<file path="config.mk">
export PLATFORM = sky130hd
export DESIGN_NAME = decimal_list_tokenizer
export DESIGN_NICKNAME = d
export VERILOG_FILES = /design/src/rtl/dlt_pkg.sv /design/src/rtl/decimal_list_tokenizer.sv /design/src/rtl/dlt_front.sv /design/src/rtl/dlt_queue.sv /design/src/rtl/dlt_back.sv
export SDC_FILE = /design/constraint.sdc
export NUM_CORES = 1
export LEC_CHECK = 0
export BUFFER_PORTS_ARGS = -buffer_cell sky130_fd_sc_hd__buf_2
export CORE_MARGIN = 8
export CORE_UTILIZATION = 45
export DETAILED_ROUTE_END_ITERATION = 12
export GPL_TIMING_DRIVEN = 0
export PLACE_DENSITY_LB_ADDON = 0.25
export SLEW_MARGIN = 20
export SYNTH_ARGS = -nofsm -noshare
export SYNTH_HDL_FRONTEND = slang
export SYNTH_SLANG_ARGS = --single-unit
</file>
<file path="constraint.sdc">
create_clock -name clk -period 4.6 [get_ports clk]
set_input_delay 1.38 -clock clk [delete_from_list [all_inputs] [get_ports clk]]
set_output_delay 1.38 -clock clk [all_outputs]
set_load 0.01 [all_outputs]
</file>
<file path="src/rtl/dlt_pkg.sv">
package dlt_pkg;

	localparam int MAX_NUMBERS     = 4;
	localparam int FRACTION_DIGITS = 6;
	localparam int INTEGER_BITS    = 16;

	localparam int FRAC_BITS = 16;
	localparam int OUT_W     = 32;

	function automatic longint pow10(input int n);
		longint r;
		r = 1;
		for (int i = 0; i < n; i++) begin
			r = r * 10;
		end
		return r;
	endfunction

	localparam longint FRAC_SCALE_MAX = pow10(FRACTION_DIGITS);
	localparam int FW  = $clog2(FRAC_SCALE_MAX);
	localparam int PW  = $clog2(FRAC_SCALE_MAX + 1);
	localparam int DW  = $clog2(FRACTION_DIGITS + 1);
	localparam int CW  = $clog2(MAX_NUMBERS + 1);
	localparam int QW  = FRAC_BITS + 1;
	localparam int NW  = FW + FRAC_BITS + 1;
	localparam int TW  = INTEGER_BITS + FRAC_BITS + 1;
	localparam int SW  = (TW > OUT_W + 1) ? TW : OUT_W + 1;
	localparam int QCW = $clog2(QW);

	localparam int QUEUE_DEPTH = 4;
	localparam int QPW = $clog2(QUEUE_DEPTH);

	localparam logic [7:0] CHAR_ZERO  = 8'h30;
	localparam logic [7:0] CHAR_NINE  = 8'h39;
	localparam logic [7:0] CHAR_POINT = 8'h2E;

	localparam logic [1:0] STATUS_OK        = 2'd0;
	localparam logic [1:0] STATUS_MALFORMED = 2'd1;
	localparam logic [1:0] STATUS_TOO_MANY  = 2'd2;
	localparam logic [1:0] STATUS_TOO_FEW   = 2'd3;

	localparam logic KIND_NUMBER = 1'b0;
	localparam logic KIND_STATUS = 1'b1;

	typedef struct packed {
		logic                    has_num;
		logic                    has_stat;
		logic [INTEGER_BITS-1:0] int_part;
		logic [FW-1:0]           frac;
		logic [DW-1:0]           ndig;
		logic [1:0]              index;
		logic [1:0]              status;
	} job_t;

	function automatic logic [PW-1:0] frac_scale(input logic [DW-1:0] n);
		logic [PW-1:0] r;
		case (int'(n))
			0:       r = PW'(1);
			1:       r = PW'(10);
			2:       r = PW'(100);
			3:       r = PW'(1000);
			4:       r = PW'(10000);
			5:       r = PW'(100000);
			6:       r = PW'(1000000);
			default: r = PW'(1);
		endcase
		return r;
	endfunction

endpackage

</file>
<file path="src/rtl/decimal_list_tokenizer.sv">
// Pulls unsigned decimal numbers out of a byte stream and returns each one as
// a Q16.16 value with its position, followed by an end status at the last byte.
// The scanner takes one byte per cycle as long as its four-entry job queue has
// room; a byte that ends the text, or a number within the expected count,
// posts one job. The converter drains the queue: a number passes through its
// one-bit-per-step divider before the result appears, and a status result
// appears in the cycle after its job is taken. The converter takes no new job
// until the last one has been divided, shown and popped, so sustained
// throughput is set by how many numbers the text holds and how soon results are popped.
module decimal_list_tokenizer (
	input  logic        clk,
	input  logic        arst_n,
	input  logic        push,
	output logic        full,
	input  logic [7:0]  char_code,
	input  logic [2:0]  expected_count,
	input  logic        end_of_text,
	output logic        empty,
	input  logic        pop,
	output logic        kind,
	output logic [31:0] fixed_value,
	output logic [1:0]  value_index,
	output logic [1:0]  status,
	output logic        last_result
);

	logic          accept;
	logic          job_push;
	dlt_pkg::job_t job_in;
	dlt_pkg::job_t job_out;
	logic          q_empty;
	logic          q_pop;

	assign accept = push && !full;

	dlt_front u_front (
		.clk            (clk),
		.arst_n         (arst_n),
		.accept         (accept),
		.char_code      (char_code),
		.expected_count (expected_count),
		.end_of_text    (end_of_text),
		.job_push       (job_push),
		.job            (job_in)
	);

	dlt_queue u_queue (
		.clk    (clk),
		.arst_n (arst_n),
		.wr_en  (job_push),
		.wr_job (job_in),
		.full   (full),
		.rd_en  (q_pop),
		.rd_job (job_out),
		.empty  (q_empty)
	);

	dlt_back u_back (
		.clk         (clk),
		.arst_n      (arst_n),
		.q_empty     (q_empty),
		.q_job       (job_out),
		.q_pop       (q_pop),
		.empty       (empty),
		.pop         (pop),
		.kind        (kind),
		.fixed_value (fixed_value),
		.value_index (value_index),
		.status      (status),
		.last_result (last_result)
	);

endmodule

</file>
<file path="src/rtl/dlt_front.sv">
module dlt_front (
	input  logic              clk,
	input  logic              arst_n,
	input  logic              accept,
	input  logic [7:0]        char_code,
	input  logic [2:0]        expected_count,
	input  logic              end_of_text,
	output logic              job_push,
	output dlt_pkg::job_t     job
);

	localparam int EW = dlt_pkg::CW + 3;

	logic [dlt_pkg::INTEGER_BITS-1:0] int_q, int_n;
	logic [dlt_pkg::FW-1:0]           frac_q, frac_n;
	logic [dlt_pkg::DW-1:0]           ndig_q, ndig_n;
	logic                             inside_q, point_q, stop_q, digit_q;
	logic                             point_n, stop_n, digit_n;
	logic [dlt_pkg::CW-1:0]           nf_q, nf_n;
	logic                             malformed_q, too_many_q;
	logic                             malformed_n, too_many_n;

	logic                             is_digit, is_point, is_num, fin;
	logic                             over, emit;
	logic [3:0]                       d;
	logic [dlt_pkg::INTEGER_BITS+3:0] int_mul;
	logic [dlt_pkg::FW+3:0]           frac_mul;
	logic [EW-1:0]                    exp_w, exp_c, nf_w, nfn_w;
	logic [1:0]                       st;

	always_comb begin
		is_digit = (char_code >= dlt_pkg::CHAR_ZERO) && (char_code <= dlt_pkg::CHAR_NINE);
		is_point = char_code == dlt_pkg::CHAR_POINT;
		is_num   = is_digit || is_point;
		d        = 4'(char_code - dlt_pkg::CHAR_ZERO);

		int_mul  = ({4'b0, int_q} << 3) + ({4'b0, int_q} << 1) + (dlt_pkg::INTEGER_BITS + 4)'(d);
		frac_mul = ({4'b0, frac_q} << 3) + ({4'b0, frac_q} << 1) + (dlt_pkg::FW + 4)'(d);

		int_n   = int_q;
		frac_n  = frac_q;
		ndig_n  = ndig_q;
		point_n = point_q;
		stop_n  = stop_q;
		digit_n = digit_q;
		if (is_num && !stop_q) begin
			if (is_point) begin
				if (point_q) begin
					stop_n = 1'b1;
				end else begin
					point_n = 1'b1;
				end
			end else begin
				digit_n = 1'b1;
				if (!point_q) begin
					if (|int_mul[dlt_pkg::INTEGER_BITS+3:dlt_pkg::INTEGER_BITS]) begin
						int_n = '1;
					end else begin
						int_n = int_mul[dlt_pkg::INTEGER_BITS-1:0];
					end
				end else if (int'(ndig_q) < dlt_pkg::FRACTION_DIGITS) begin
					frac_n = frac_mul[dlt_pkg::FW-1:0];
					ndig_n = ndig_q + dlt_pkg::DW'(1);
				end
			end
		end

		exp_w = EW'(expected_count);
		exp_c = (exp_w > EW'(dlt_pkg::MAX_NUMBERS)) ? EW'(dlt_pkg::MAX_NUMBERS) : exp_w;
		nf_w  = EW'(nf_q);

		fin         = (is_num && end_of_text) || (!is_num && inside_q);
		over        = nf_w >= exp_c;
		emit        = fin && !over && digit_n;
		malformed_n = malformed_q || (fin && !over && !digit_n);
		too_many_n  = too_many_q || (fin && over);
		nf_n        = emit ? nf_q + dlt_pkg::CW'(1) : nf_q;
		nfn_w       = EW'(nf_n);

		if (malformed_n) begin
			st = dlt_pkg::STATUS_MALFORMED;
		end else if (too_many_n) begin
			st = dlt_pkg::STATUS_TOO_MANY;
		end else if (nfn_w < exp_c) begin
			st = dlt_pkg::STATUS_TOO_FEW;
		end else begin
			st = dlt_pkg::STATUS_OK;
		end

		job_push      = accept && (emit || end_of_text);
		job.has_num   = emit;
		job.has_stat  = end_of_text;
		job.int_part  = int_n;
		job.frac      = frac_n;
		job.ndig      = ndig_n;
		job.index     = nf_q[1:0];
		job.status    = st;
	end

	always_ff @(posedge clk or negedge arst_n) begin
		if (!arst_n) begin
			int_q       <= '0;
			frac_q      <= '0;
			ndig_q      <= '0;
			inside_q    <= 1'b0;
			point_q     <= 1'b0;
			stop_q      <= 1'b0;
			digit_q     <= 1'b0;
			nf_q        <= '0;
			malformed_q <= 1'b0;
			too_many_q  <= 1'b0;
		end else if (accept) begin
			if (end_of_text || fin) begin
				int_q    <= '0;
				frac_q   <= '0;
				ndig_q   <= '0;
				inside_q <= 1'b0;
				point_q  <= 1'b0;
				stop_q   <= 1'b0;
				digit_q  <= 1'b0;
			end else begin
				int_q    <= int_n;
				frac_q   <= frac_n;
				ndig_q   <= ndig_n;
				inside_q <= inside_q || is_num;
				point_q  <= point_n;
				stop_q   <= stop_n;
				digit_q  <= digit_n;
			end
			if (end_of_text) begin
				nf_q        <= '0;
				malformed_q <= 1'b0;
				too_many_q  <= 1'b0;
			end else begin
				nf_q        <= nf_n;
				malformed_q <= malformed_n;
				too_many_q  <= too_many_n;
			end
		end
	end

endmodule

</file>
<file path="src/rtl/dlt_queue.sv">
module dlt_queue (
	input  logic          clk,
	input  logic          arst_n,
	input  logic          wr_en,
	input  dlt_pkg::job_t wr_job,
	output logic          full,
	input  logic          rd_en,
	output dlt_pkg::job_t rd_job,
	output logic          empty
);

	dlt_pkg::job_t             slot_q [dlt_pkg::QUEUE_DEPTH];
	logic [dlt_pkg::QPW-1:0]   wr_ptr_q, rd_ptr_q;
	logic [dlt_pkg::QPW:0]     cnt_q;

	assign full   = cnt_q == (dlt_pkg::QPW + 1)'(dlt_pkg::QUEUE_DEPTH);
	assign empty  = cnt_q == '0;
	assign rd_job = slot_q[rd_ptr_q];

	always_ff @(posedge clk) begin
		if (wr_en) begin
			slot_q[wr_ptr_q] <= wr_job;
		end
	end

	always_ff @(posedge clk or negedge arst_n) begin
		if (!arst_n) begin
			wr_ptr_q <= '0;
			rd_ptr_q <= '0;
			cnt_q    <= '0;
		end else begin
			if (wr_en) begin
				wr_ptr_q <= wr_ptr_q + dlt_pkg::QPW'(1);
			end
			if (rd_en) begin
				rd_ptr_q <= rd_ptr_q + dlt_pkg::QPW'(1);
			end
			if (wr_en && !rd_en) begin
				cnt_q <= cnt_q + (dlt_pkg::QPW + 1)'(1);
			end else if (rd_en && !wr_en) begin
				cnt_q <= cnt_q - (dlt_pkg::QPW + 1)'(1);
			end
		end
	end

endmodule

</file>
<file path="src/rtl/dlt_back.sv">
module dlt_back (
	input  logic          clk,
	input  logic          arst_n,
	input  logic          q_empty,
	input  dlt_pkg::job_t q_job,
	output logic          q_pop,
	output logic          empty,
	input  logic          pop,
	output logic          kind,
	output logic [31:0]   fixed_value,
	output logic [1:0]    value_index,
	output logic [1:0]    status,
	output logic          last_result
);

	typedef enum logic [1:0] {
		ST_IDLE,
		ST_DIV,
		ST_NUM,
		ST_STAT
	} state_t;

	state_t                           state_q;
	logic [dlt_pkg::QCW-1:0]          cnt_q;
	logic [dlt_pkg::PW-1:0]           p_q, rem_q, rem_n;
	logic [dlt_pkg::QW-1:0]           num_q, quo_q, quo_n;
	logic [dlt_pkg::INTEGER_BITS-1:0] int_q;
	logic                             has_stat_q;
	logic [1:0]                       stat_q;

	logic [dlt_pkg::PW:0]             trial;
	logic                             ge;
	logic [dlt_pkg::PW-1:0]           scale;
	logic [dlt_pkg::NW-1:0]           numer;
	logic [dlt_pkg::SW-1:0]           total;
	logic [31:0]                      value;

	always_comb begin
		trial = {rem_q, num_q[dlt_pkg::QW-1]};
		ge    = trial >= {1'b0, p_q};
		rem_n = ge ? dlt_pkg::PW'(trial - {1'b0, p_q}) : trial[dlt_pkg::PW-1:0];
		quo_n = {quo_q[dlt_pkg::QW-2:0], ge};

		scale = dlt_pkg::frac_scale(q_job.ndig);
		numer = (dlt_pkg::NW'(q_job.frac) << dlt_pkg::FRAC_BITS) + dlt_pkg::NW'(scale >> 1);

		total = (dlt_pkg::SW'(int_q) << dlt_pkg::FRAC_BITS) + dlt_pkg::SW'(quo_n);
		value = (|total[dlt_pkg::SW-1:32]) ? '1 : total[31:0];

		q_pop = (state_q == ST_IDLE) && !q_empty;
		empty = !((state_q == ST_NUM) || (state_q == ST_STAT));
	end

	always_ff @(posedge clk or negedge arst_n) begin
		if (!arst_n) begin
			state_q     <= ST_IDLE;
			cnt_q       <= '0;
			p_q         <= '0;
			rem_q       <= '0;
			num_q       <= '0;
			quo_q       <= '0;
			int_q       <= '0;
			has_stat_q  <= 1'b0;
			stat_q      <= '0;
			kind        <= 1'b0;
			fixed_value <= '0;
			value_index <= '0;
			status      <= '0;
			last_result <= 1'b0;
		end else begin
			case (state_q)
				ST_IDLE: begin
					if (!q_empty) begin
						has_stat_q <= q_job.has_stat;
						stat_q     <= q_job.status;
						if (q_job.has_num) begin
							int_q       <= q_job.int_part;
							p_q         <= scale;
							rem_q       <= dlt_pkg::PW'(numer[dlt_pkg::NW-1:dlt_pkg::QW]);
							num_q       <= numer[dlt_pkg::QW-1:0];
							quo_q       <= '0;
							cnt_q       <= '0;
							value_index <= q_job.index;
							state_q     <= ST_DIV;
						end else begin
							kind        <= dlt_pkg::KIND_STATUS;
							fixed_value <= '0;
							value_index <= '0;
							status      <= q_job.status;
							last_result <= 1'b1;
							state_q     <= ST_STAT;
						end
					end
				end
				ST_DIV: begin
					rem_q <= rem_n;
					num_q <= num_q << 1;
					quo_q <= quo_n;
					cnt_q <= cnt_q + dlt_pkg::QCW'(1);
					if (cnt_q == dlt_pkg::QCW'(dlt_pkg::QW - 1)) begin
						kind        <= dlt_pkg::KIND_NUMBER;
						fixed_value <= value;
						status      <= dlt_pkg::STATUS_OK;
						last_result <= !has_stat_q;
						state_q     <= ST_NUM;
					end
				end
				ST_NUM: begin
					if (pop) begin
						if (has_stat_q) begin
							kind        <= dlt_pkg::KIND_STATUS;
							fixed_value <= '0;
							value_index <= '0;
							status      <= stat_q;
							last_result <= 1'b1;
							state_q     <= ST_STAT;
						end else begin
							state_q <= ST_IDLE;
						end
					end
				end
				ST_STAT: begin
					if (pop) begin
						state_q <= ST_IDLE;
					end
				end
				default: begin
					state_q <= ST_IDLE;
				end
			endcase
		end
	end

endmodule

</file>
==> results.md, run 1 <==
| Group | Result | Value |
|---|---|---|
| logic synthesis | Syn_area_per_cell | 11.4 um^2 |
| hold path | Hold path startpoint | u_back.last_result |
| power and ir drop | Clock network fraction of total power | 0.250 |
| routing | Post-detailed-route count of antenna-violating nets | 0 |
| global route | Number of global-route vias before repair | 13200 |
| sta | Relative slew margins | 0.414 |
| setup path | Worst path top cell family by delay | adder cells |
| hold path | Hold EP | u_back.last_result |
| routing | Uppermost layer routed | met4 |
| logic synthesis | Primary FF master, synth | dfrtp_1 |
| die | Initial Utilization | 0.451 |
| logic synthesis | Number of warnings reported in the yosys synthesis log | 0 |
| placed design | Post-detail-place hpwl | 31400 um |
| sta | Final Cycle Share | 0.963 |
| sta | Max Freq | 226 MHz |
| sta | Clock period minus final worst setup slack | 4.43 ns |
| setup path | Depth of the worst register-to-register path | 14 |
| routing | DR DRC count | 0 |
| setup path | Slowest cell on crit path | fa_1 |
| global route | Maximum number of pins on one net before global-route repair | 75 |
| setup path | Largest stage delay on the critical path | 0.58 ns |
| placed design | Number of buffers added on ports | 55 |
| sta | Setup Total Neg Slack | 0 ns |
| logic synthesis | Netlist Area Pre-Place | 18800 um^2 |
| power and ir drop | Worst vdd ir | 250 uV |
| setup path | Crit end category | flop |
| hold path | Worst min path class | reg -> reg |
| power and ir drop | Internal power summed over all cells | 0.00780 W |
| clock network | Inserted Clock Buffers | 40 |
| logic synthesis | Commonest cells in the netlist | nand2_1, dfrtp_1, edfxtp_1, o21ai_0, ha_1 |
| outcome | Result of the run | complete, no violations |
| run | Max-capacitance violation count | 0 |
| die | Core Box Area | 41600 um^2 |
| layout | Design area | 21100 um^2 |
| layout | NumNets Final | 1879 |
| setup path | Critical Path AT | 4.67 ns |
| die | Count of pins on the block boundary | 56 |
| logic synthesis | Library cells used by synthesis | 76 |
| global route | Final global-route overflow total | 0 |
| layout | Fraction of layout cells with a size suffix above 1 | 0.123 |
| clock network | Longest Clk Path Bufs | 3 |
| hold path | Cell count of the worst hold path | 1 |
| logic synthesis | Synth top area cells | edfxtp_1, dfrtp_1, ha_1 |
| power and ir drop | Portion of total power attributed to combinational logic | 0.391 |
| setup path | Kind of critical path | in -> reg |
| sta | Final setup violation count | 0 |
| logic synthesis | Number of enable-type register cells in the synthesized netlist | 180 |
| clock network | TritonCTS clock tree | built |
| sta | Hold WS | 0.468 ns |
| die | Die span in x | 220 um |
| layout | N_diodes | 0 |
| setup path | Required time of the critical path | 4.84 ns |
| die | Placement Rows | 75 |
| clock network | Sinks on Clock Net | 366 |
| logic synthesis | Cell accounting for the most synthesized area | edfxtp_1 |
| global route | Wire length of the first global-routing pass | 70500 um |
| logic synthesis | Number of nets in the synthesized netlist | 1779 |
| layout | Post-route non-filler standard cell count | 2317 |
| layout | Area growth from synthesis to layout | 12.7% |
| die | Vert. Die Dim | 220 um |
| power and ir drop | Total Power Consumption | 0.0125 W |
| setup path | Reg2reg setup slack | 0.60 ns |
| clock network | Library cell used as clock root buffer | clkbuf_16 |
| logic synthesis | Portion of synthesized cell area occupied by the leading cell type | 0.288 |
| routing | First-pass iteration count of the detailed router | 5 |
| power and ir drop | Power per unit of standard cell area | 592 nW/um^2 |
| sta | Worst-margin pin slew | 0.875 ns |
| routing | Routed wire per std cell | 18.7 um |
| clock network | Count of hold buffers inserted by post-cts repair | 0 |
| power and ir drop | Part of the power in registers | 0.359 |
| logic synthesis | Synthesized flop and latch total | 366 |
| clock network | Maximum level of the CTS H-tree | 2 |
| setup path | Crit-path cells | buf_2, fa_1, inv_1, fa_2, and2b_1, o2111ai_2, a31oi_4, a221oi_2, mux2_1, or3_1, or2_1, buf_6, buf_6, o22a_1 |
| sta | Final Max Slew Viols | 0 |
| clock network | Clock transition at the registers of the reported paths | 0.06 ns |
| routing | Violation count after the first detailed-route iteration | 1008 |
| sta | Setup repair after global routing missed its margin | false |
| global route | GRT Util Overall | 0.181 |
| clock network | Worst skew pair latency | 0.53 ns |
| placed design | Final GP Congestion | 0.876 |
| routing | Total via count in the routed design | 13000 |
| global route | Antenna violations before repair | 1 |
| setup path | CP bufs+invs | 4 |
| routing | Metal2 WL | 20400 um |
| setup path | Worst flop-to-flop path endpoint | u_back.rem_q[16] |
| setup path | RR Startpoint | u_queue.rd_ptr_q[0] |
| sta | Count of endpoints failing hold in the final timing report | 0 |
| routing | Total routed wirelength | 43400 um |
| routing | Met1 routed wirelength after detailed routing | 20200 um |
| setup path | Maximum fanout along the worst path | 10 |
| power and ir drop | Total net switching power | 0.00471 W |
| power and ir drop | Leakage power total | 9.10 nW |
| setup path | CP most frequent cell | buf_6 |
| setup path | Startpoint type of the worst setup path | primary input |
| sta | Worst setup skew after layout | 0.00861 ns |
| routing | Detailed route wirelength on metal3 | 1870 um |
| placed design | Count of placed standard cells including taps | 2245 |
| die | Die Footprint | 48500 um^2 |
| logic synthesis | Async set or reset register ratio after synthesis | 0.508 |
| logic synthesis | Register area share after synthesis | 0.536 |
| logic synthesis | Number of instances in the synthesized netlist | 1649 |
| routing | Average via count per standard cell | 5.62 |
| placed design | Placed inst area | 19800 um^2 |
| power and ir drop | Net switching fraction of the power | 0.376 |
| logic synthesis | Count leader, synth | nand2_1 |
-- registers in the layout, summed over array words and instances, names as in the netlist, 5 cells and up --
| name | cells |
|---|---|
| u_back.rem_q | 20 |
| u_front.frac_q | 20 |
| u_back.cnt_q | 5 |
| u_back.num_q | 17 |
| u_back.quo_q | 16 |
| u_queue.slot_q | 180 |
| u_front.int_q | 16 |
| u_back.fixed_value | 32 |
| u_back.p_q | 14 |
| u_back.int_q | 16 |
-- layout make-up --
type	instances	area, um^2
Clock inverter	19	169
Clock buffer	52	1130
Sequential cell	366	10100
Multi-Input combinational cell	1158	8220
Inverter	53	199
Buffer	70	325
Timing Repair Buffer	60	363
Fill cell	3683	20400
Tap cell	539	674
-- power by group through the flow --
stage | logic, W | clock network [W] | registers [W]
3_3_place_gp | 0.00479 | 0 | 0.00452
3_5_place_dp | 0.00490 | 0 | 0.00454
6_report | 0.00489 | 0.00313 | 0.00449
2_1_floorplan | 0.00352 | 0 | 0.00446
5_1_grt | 0.00548 | 0.00332 | 0.00456
4_1_cts | 0.00492 | 0.00319 | 0.00449
-- worst register-to-register path: stages (launching register included) --
cell and delay [ns]:
dfrtp_1 0.39, buf_4 0.37, clkbuf_4 0.38, clkbuf_4 0.34, mux4_2 0.58, ha_1 0.29
a21o_1 0.18, a21oi_1 0.27, nor2_1 0.10, and2_1 0.22, nand4_1 0.19, nor2_1 0.07
xnor2_1 0.27, o31a_1 0.16, o211ai_1 0.08
-- worst max-delay path by stage --
stage          depth (start not counted)          from                     to
2_1_floorplan                         13  char_code[3]  u_queue.slot_q[0][34]
3_3_place_gp                           1        arst_n       u_back.int_q[14]
3_5_place_dp                          14  char_code[3]  u_queue.slot_q[0][26]
4_1_cts                               14  char_code[3]  u_queue.slot_q[2][26]
5_1_grt                               15  char_code[3]  u_queue.slot_q[3][42]
6_report                              14  char_code[3]  u_queue.slot_q[3][31]
-- cells in the final DEF, fill, tap and decap left out, types with 8 or more instances in the layout --
master / instances
a211oi_1: 10
a21o_1: 34
a21oi_1: 66
a22o_1: 24
a31oi_1: 10
and3_1: 10
buf_2: 57
clkbuf_1: 55
clkbuf_16: 41
dfrtp_1: 186
edfxtp_1: 180
ha_1: 107
inv_1: 52
mux4_2: 45
nand2_1: 260
nand2b_1: 13
nand3_1: 50
nand4_1: 11
nor2_1: 88
nor2b_1: 11
nor3_1: 23
o211ai_1: 8
o21ai_0: 135
o21bai_1: 8
o221ai_1: 11
o22a_1: 14
o22ai_1: 17
xnor2_1: 47
xor2_1: 38
-- stage by stage --
step / setup slack (ns) / utilization
floorplan: 0.0257 / -
global placement: -1.10 / 0.475
detailed placement: -0.744 / 0.476
CTS: 0.00739 / 0.508
global route: 0.00631 / 0.509
finish: 0.168 / 0.509
-- routing by layer --
| metal | GRT usage | vias up |
|---|---|---|
| met3 | 0.0247 | 59 |
| met4 | 0.0504 | 0 |
| met2 | 0.297 | 270 |
| li1 | - | 6240 |
| met5 | 0 | - |
| met1 | 0.250 | 6443 |
-- cell families (layout without fill, tap and decap cells) --
kind of cell               after synthesis  count (layout)  synth area share
and+or+nand+nor                        508             508             0.120
AOI/OAI and AO/OA                      391             391             0.136
DFF                                    366             366             0.536
buffers and inverters                  125             254            0.0277
adders and majority gates              114             114            0.0788
xor gates and xnor gates                85              85            0.0397
muxes                                   60              60            0.0625
-- timing repair --
action                     CTS  global route
setup buffers                0             3
cloned                       0             0
setup endpoints to repair  203            45
gates resized for setup      4             6
pin swaps                    0             1
(Power assumes the default switching activity.)
==> run 2: changes to the inputs <==
--- a/config.mk
+++ b/config.mk
@@ -5,6 +5,7 @@
 export SDC_FILE = /design/constraint.sdc
 export NUM_CORES = 1
 export LEC_CHECK = 0
+export ABC_AREA = 1
 export BUFFER_PORTS_ARGS = -buffer_cell sky130_fd_sc_hd__buf_2
 export CORE_MARGIN = 8
 export CORE_UTILIZATION = 45
@@ -15,3 +16,4 @@
 export SYNTH_ARGS = -nofsm -noshare
 export SYNTH_HDL_FRONTEND = slang
 export SYNTH_SLANG_ARGS = --single-unit
+export TNS_END_PERCENT = 1
==> run 2 against run 1 <==
Final cell count increased by 30%. First-iteration DRC count up 6.5%. Largest cell class unchanged. Maximum frequency rose by 16%.
==> results.md, run 2 <==
| Group | Result | Value | Delta |
|---|---|---|---|
| layout | Sequential cell area | 10100 um^2 | unchanged |
| sta | Worst-margin pin slew | 0.701 ns | -0.174 ns |
| die | Initial Utilization | 0.456 | +0.00419 |
| layout | Number of filler cells placed in the layout | 4102 | +11% |
| clock network | Worst skew pair latency | 0.56 ns | +0.03 ns |
| logic synthesis | Portion of synthesized cell area occupied by the leading cell type | 0.268 | -0.0197 |
| logic synthesis | Synth top area cells | edfxtp_1, dfrtp_1, nand2_1 |  |
| setup path | Startpoint type of the worst setup path | primary input |  |
| routing | Total via count in the routed design | 15900 | +22% |
| logic synthesis | Register area share after synthesis | 0.499 | -0.0368 |
| clock network | Clock transition at the registers of the reported paths | 0.06 ns | about the same |
| clock network | Longest Clk Path Bufs | 3 | unchanged |
| clock network | Maximum level of the CTS H-tree | 2 | unchanged |
| setup path | Worst flop-to-flop path endpoint | u_back.rem_q[18] |  |
| clock network | Post-CTS setup repair buffer count | 0 | unchanged |
| sta | Setup Total Neg Slack | 0 ns | unchanged |
| clock network | Inserted Clock Buffers | 40 | unchanged |
| clock network | Count of hold buffers inserted by post-cts repair | 0 | unchanged |
| layout | Area of the multi-input gates | 8680 um^2 | +5.6% |
| logic synthesis | Library cells used by synthesis | 63 | -17% |
| routing | First-pass iteration count of the detailed router | 5 | unchanged |
| global route | Maximum number of pins on one net before global-route repair | 98 | +31% |
| clock network | CTS-repair resized insts | 0 | -4 |
| routing | Average via count per standard cell | 5.26 | -6.3% |
| placed design | Post-detail-place hpwl | 38200 um | +22% |
| layout | N_diodes | 0 | unchanged |
| global route | Antenna violations before repair | 1 | unchanged |
| placed design | Worst-case setup slack after placement | 0.168 ns | +0.912 ns |
| logic synthesis | Synthesized flop and latch total | 366 | unchanged |
| global route | Number of global-route vias before repair | 15600 | +18% |
| setup path | Required time of the critical path | 4.90 ns | +0.06 ns |
| routing | Post-detailed-route count of antenna-violating nets | 0 | unchanged |
| outcome | Result of the run | complete, no violations |  |
| run | Max-capacitance violation count | 0 | unchanged |
| sta | Least setup slack across all paths after layout | 0.763 ns | +0.595 ns |
| layout | Largest registers ranked by flip-flop count | u_queue.slot_q (180), u_back.fixed_value (32) |  |
| placed design | Number of buffers added on ports | 55 | unchanged |
| layout | Top register by number of flip-flops | u_queue.slot_q |  |
| power and ir drop | Power per unit of standard cell area | 616 nW/um^2 | +4.1% |
| die | Vert. Die Dim | 228 um | +3.4% |
| sta | Relative slew margins | 0.528 | +0.113 |
| layout | Fraction of layout cells with a size suffix above 1 | 0.117 | -0.00603 |
| setup path | Crit end category | flop |  |
| global route | Final global-route overflow total | 0 | unchanged |
| routing | Routed wire per std cell | 17.0 um | -9.1% |
| layout | Post-route non-filler standard cell count | 3011 | +30% |
| global route | Global routing usage on met2 | 0.323 | +0.0254 |
| placed design | Count of placed standard cells including taps | 2939 | +31% |
| placed design | Final GP Congestion | 0.920 | +5.1% |
| logic synthesis | Commonest cells in the netlist | nand2_1, inv_1, nor2_1, o21ai_0, dfrtp_1 |  |
| routing | Total routed wirelength | 51200 um | +18% |
| sta | Setup repair after global routing missed its margin | false |  |
| routing | DR DRC count | 0 | unchanged |
| logic synthesis | Syn_area_per_cell | 8.83 um^2 | -22% |
| die | Count of pins on the block boundary | 56 | unchanged |
| die | Placement Rows | 77 | +2.7% |
| power and ir drop | Leakage power total | 10.5 nW | +16% |
| sta | Count of endpoints failing hold in the final timing report | 0 | unchanged |
| logic synthesis | Count leader, synth | nand2_1 |  |
| layout | Most frequent cells in the layout | nand2_1, inv_1, o21ai_0 |  |
| logic synthesis | Cell accounting for the most synthesized area | edfxtp_1 |  |
| die | Core Box Area | 44200 um^2 | +6.4% |
| die | Die Footprint | 51800 um^2 | +6.8% |
| power and ir drop | Worst vdd ir | 319 uV | +27% |
| logic synthesis | Number of nets in the synthesized netlist | 2412 | +36% |
| setup path | Critical Path AT | 4.13 ns | -0.54 ns |
| setup path | Reg2reg setup slack | 1.11 ns | +0.51 ns |
| global route | Most utilized layer in the global route result | met2 |  |
| hold path | Hold EP | u_back.fixed_value[7] |  |
| sta | Clock period minus final worst setup slack | 3.84 ns | -0.595 ns |
| clock network | TritonCTS clock tree | built |  |
| setup path | RR Startpoint | u_queue.rd_ptr_q[0] |  |
| logic synthesis | Async set or reset register ratio after synthesis | 0.508 | unchanged |
| hold path | Cell count of the worst hold path | 2 | +1 |
| sta | Worst setup skew after layout | 0.0231 ns | +0.0145 ns |
| logic synthesis | Netlist Area Pre-Place | 20100 um^2 | +7.4% |
| global route | Met1 track demand over resource in global routing | 0.277 | +0.0267 |
| logic synthesis | Number of enable-type register cells in the synthesized netlist | 180 | unchanged |
| global route | Wire length of the first global-routing pass | 83100 um | +18% |
| setup path | Maximum fanout along the worst path | 10 | unchanged |
| global route | GRT Util Overall | 0.201 | +0.0202 |
| die | Die span in x | 228 um | +3.4% |
| hold path | Hold path startpoint | u_back.fixed_value[7] |  |
| layout | NumNets Final | 2519 | +34% |
| logic synthesis | Number of warnings reported in the yosys synthesis log | 0 | unchanged |
| layout | Largest register FFs | 180 | unchanged |
| global route | Met3 GRT Util | 0.0250 | +0.000250 |
| sta | Final Max Slew Viols | 0 | unchanged |
| sta | Final Cycle Share | 0.834 | -0.129 |
| clock network | Sinks on Clock Net | 366 | unchanged |
| sta | Final setup violation count | 0 | unchanged |
| routing | Violation count after the first detailed-route iteration | 1074 | +6.5% |
| logic synthesis | Number of instances in the synthesized netlist | 2282 | +38% |
| setup path | Kind of critical path | in -> reg |  |
| setup path | Depth of the worst register-to-register path | 22 | +8 |
| clock network | Library cell used as clock root buffer | clkbuf_16 |  |
| layout | Area growth from synthesis to layout | 13.3% |  |
| logic synthesis | Primary FF master, synth | dfrtp_1 |  |
| sta | Max Freq | 261 MHz | +16% |
| layout | Most common library cell in the layout ignoring fill and taps | nand2_1 |  |
| hold path | Worst min path class | reg -> reg |  |
==> run 2: cell types whose count changed in the layout (fill, tap and decap cells not counted), moves of 31 or more <==
cell	previous run	this run
nand3_1	50	140
inv_1	52	240
nand2_1	260	546
nor2_1	88	194
o21ai_0	135	198
xnor2_1	47	10
mux4_2	45	0
a21o_1	34	3
==> run 2: cells by family after synthesis <==
logic type	share of synthesized area
AND/OR/NAND/NOR	0.218
AO/OA/AOI/OAI	0.117
flip-flops	0.499
buffers and inverters	0.0712
adder cells (fa/ha/maj)	0.0734
XOR/XNOR	0.0200
multiplexers	0.000559
==> run 2: critical path, stage by stage <==
cell,delay [ns]
buf_2,0.14
fa_1,0.56
inv_1,0.06
fa_1,0.47
o21ai_2,0.19
nand2_1,0.08
nand2_2,0.12
nand4_2,0.10
nand2_1,0.07
nand2_1,0.06
a21oi_2,0.32
buf_6,0.21
nand3_2,0.10
nand2_1,0.15
inv_1,0.10
==> run 2: final cells by class <==
type / count / area share
sequential: 366 / 0.441
tap: 592 / 0.0325
buffer: 78 / 0.0207
clock inverter: 11 / 0.00461
clock buffer: 61 / 0.0550
timing repair buffer: 65 / 0.0239
inverter: 255 / 0.0422
multi-input combinational: 1583 / 0.380
==> run 2: worst max path at each step <==
stage | startpoint | end | depth (start not counted)
4_1_cts | char_code[3] | u_queue.slot_q[3][27] | 15
5_1_grt | char_code[3] | u_queue.slot_q[3][27] | 15
3_3_place_gp | expected_count[2] | u_queue.slot_q[3][17] | 10
2_1_floorplan | expected_count[0] | u_queue.slot_q[0][0] | 10
3_5_place_dp | char_code[3] | u_queue.slot_q[2][27] | 15
6_report | char_code[3] | u_queue.slot_q[0][33] | 15
==> run 2: power by group <==
part / internal [W] / switching (W)
registers: 0.00407 / 0.000338
clock network: 0.00195 / 0.00132
logic: 0.00205 / 0.00434
total: 0.00807 / 0.00600
==> run 2: layer usage <==
layer	share of wire	wire (um)	vias up
met5	0.00025	13	-
met1	0.47	24000	7538
met4	0.033	1710	2
met3	0.043	2220	91
li1	-	-	7860
met2	0.45	23200	359
==> run 2: through the flow <==
step / total power (W) / area, um^2 / utilization / hold slack (ns)
floorplan: 0.00884 / 20100 / - / 0.443
global placement: 0.0106 / 21200 / 0.479 / 0.459
detailed placement: 0.0108 / 21500 / 0.485 / 0.464
CTS: 0.0141 / 22800 / 0.516 / 0.480
global route: 0.0151 / 22800 / 0.516 / 0.507
finish: 0.0141 / 22800 / 0.516 / 0.477
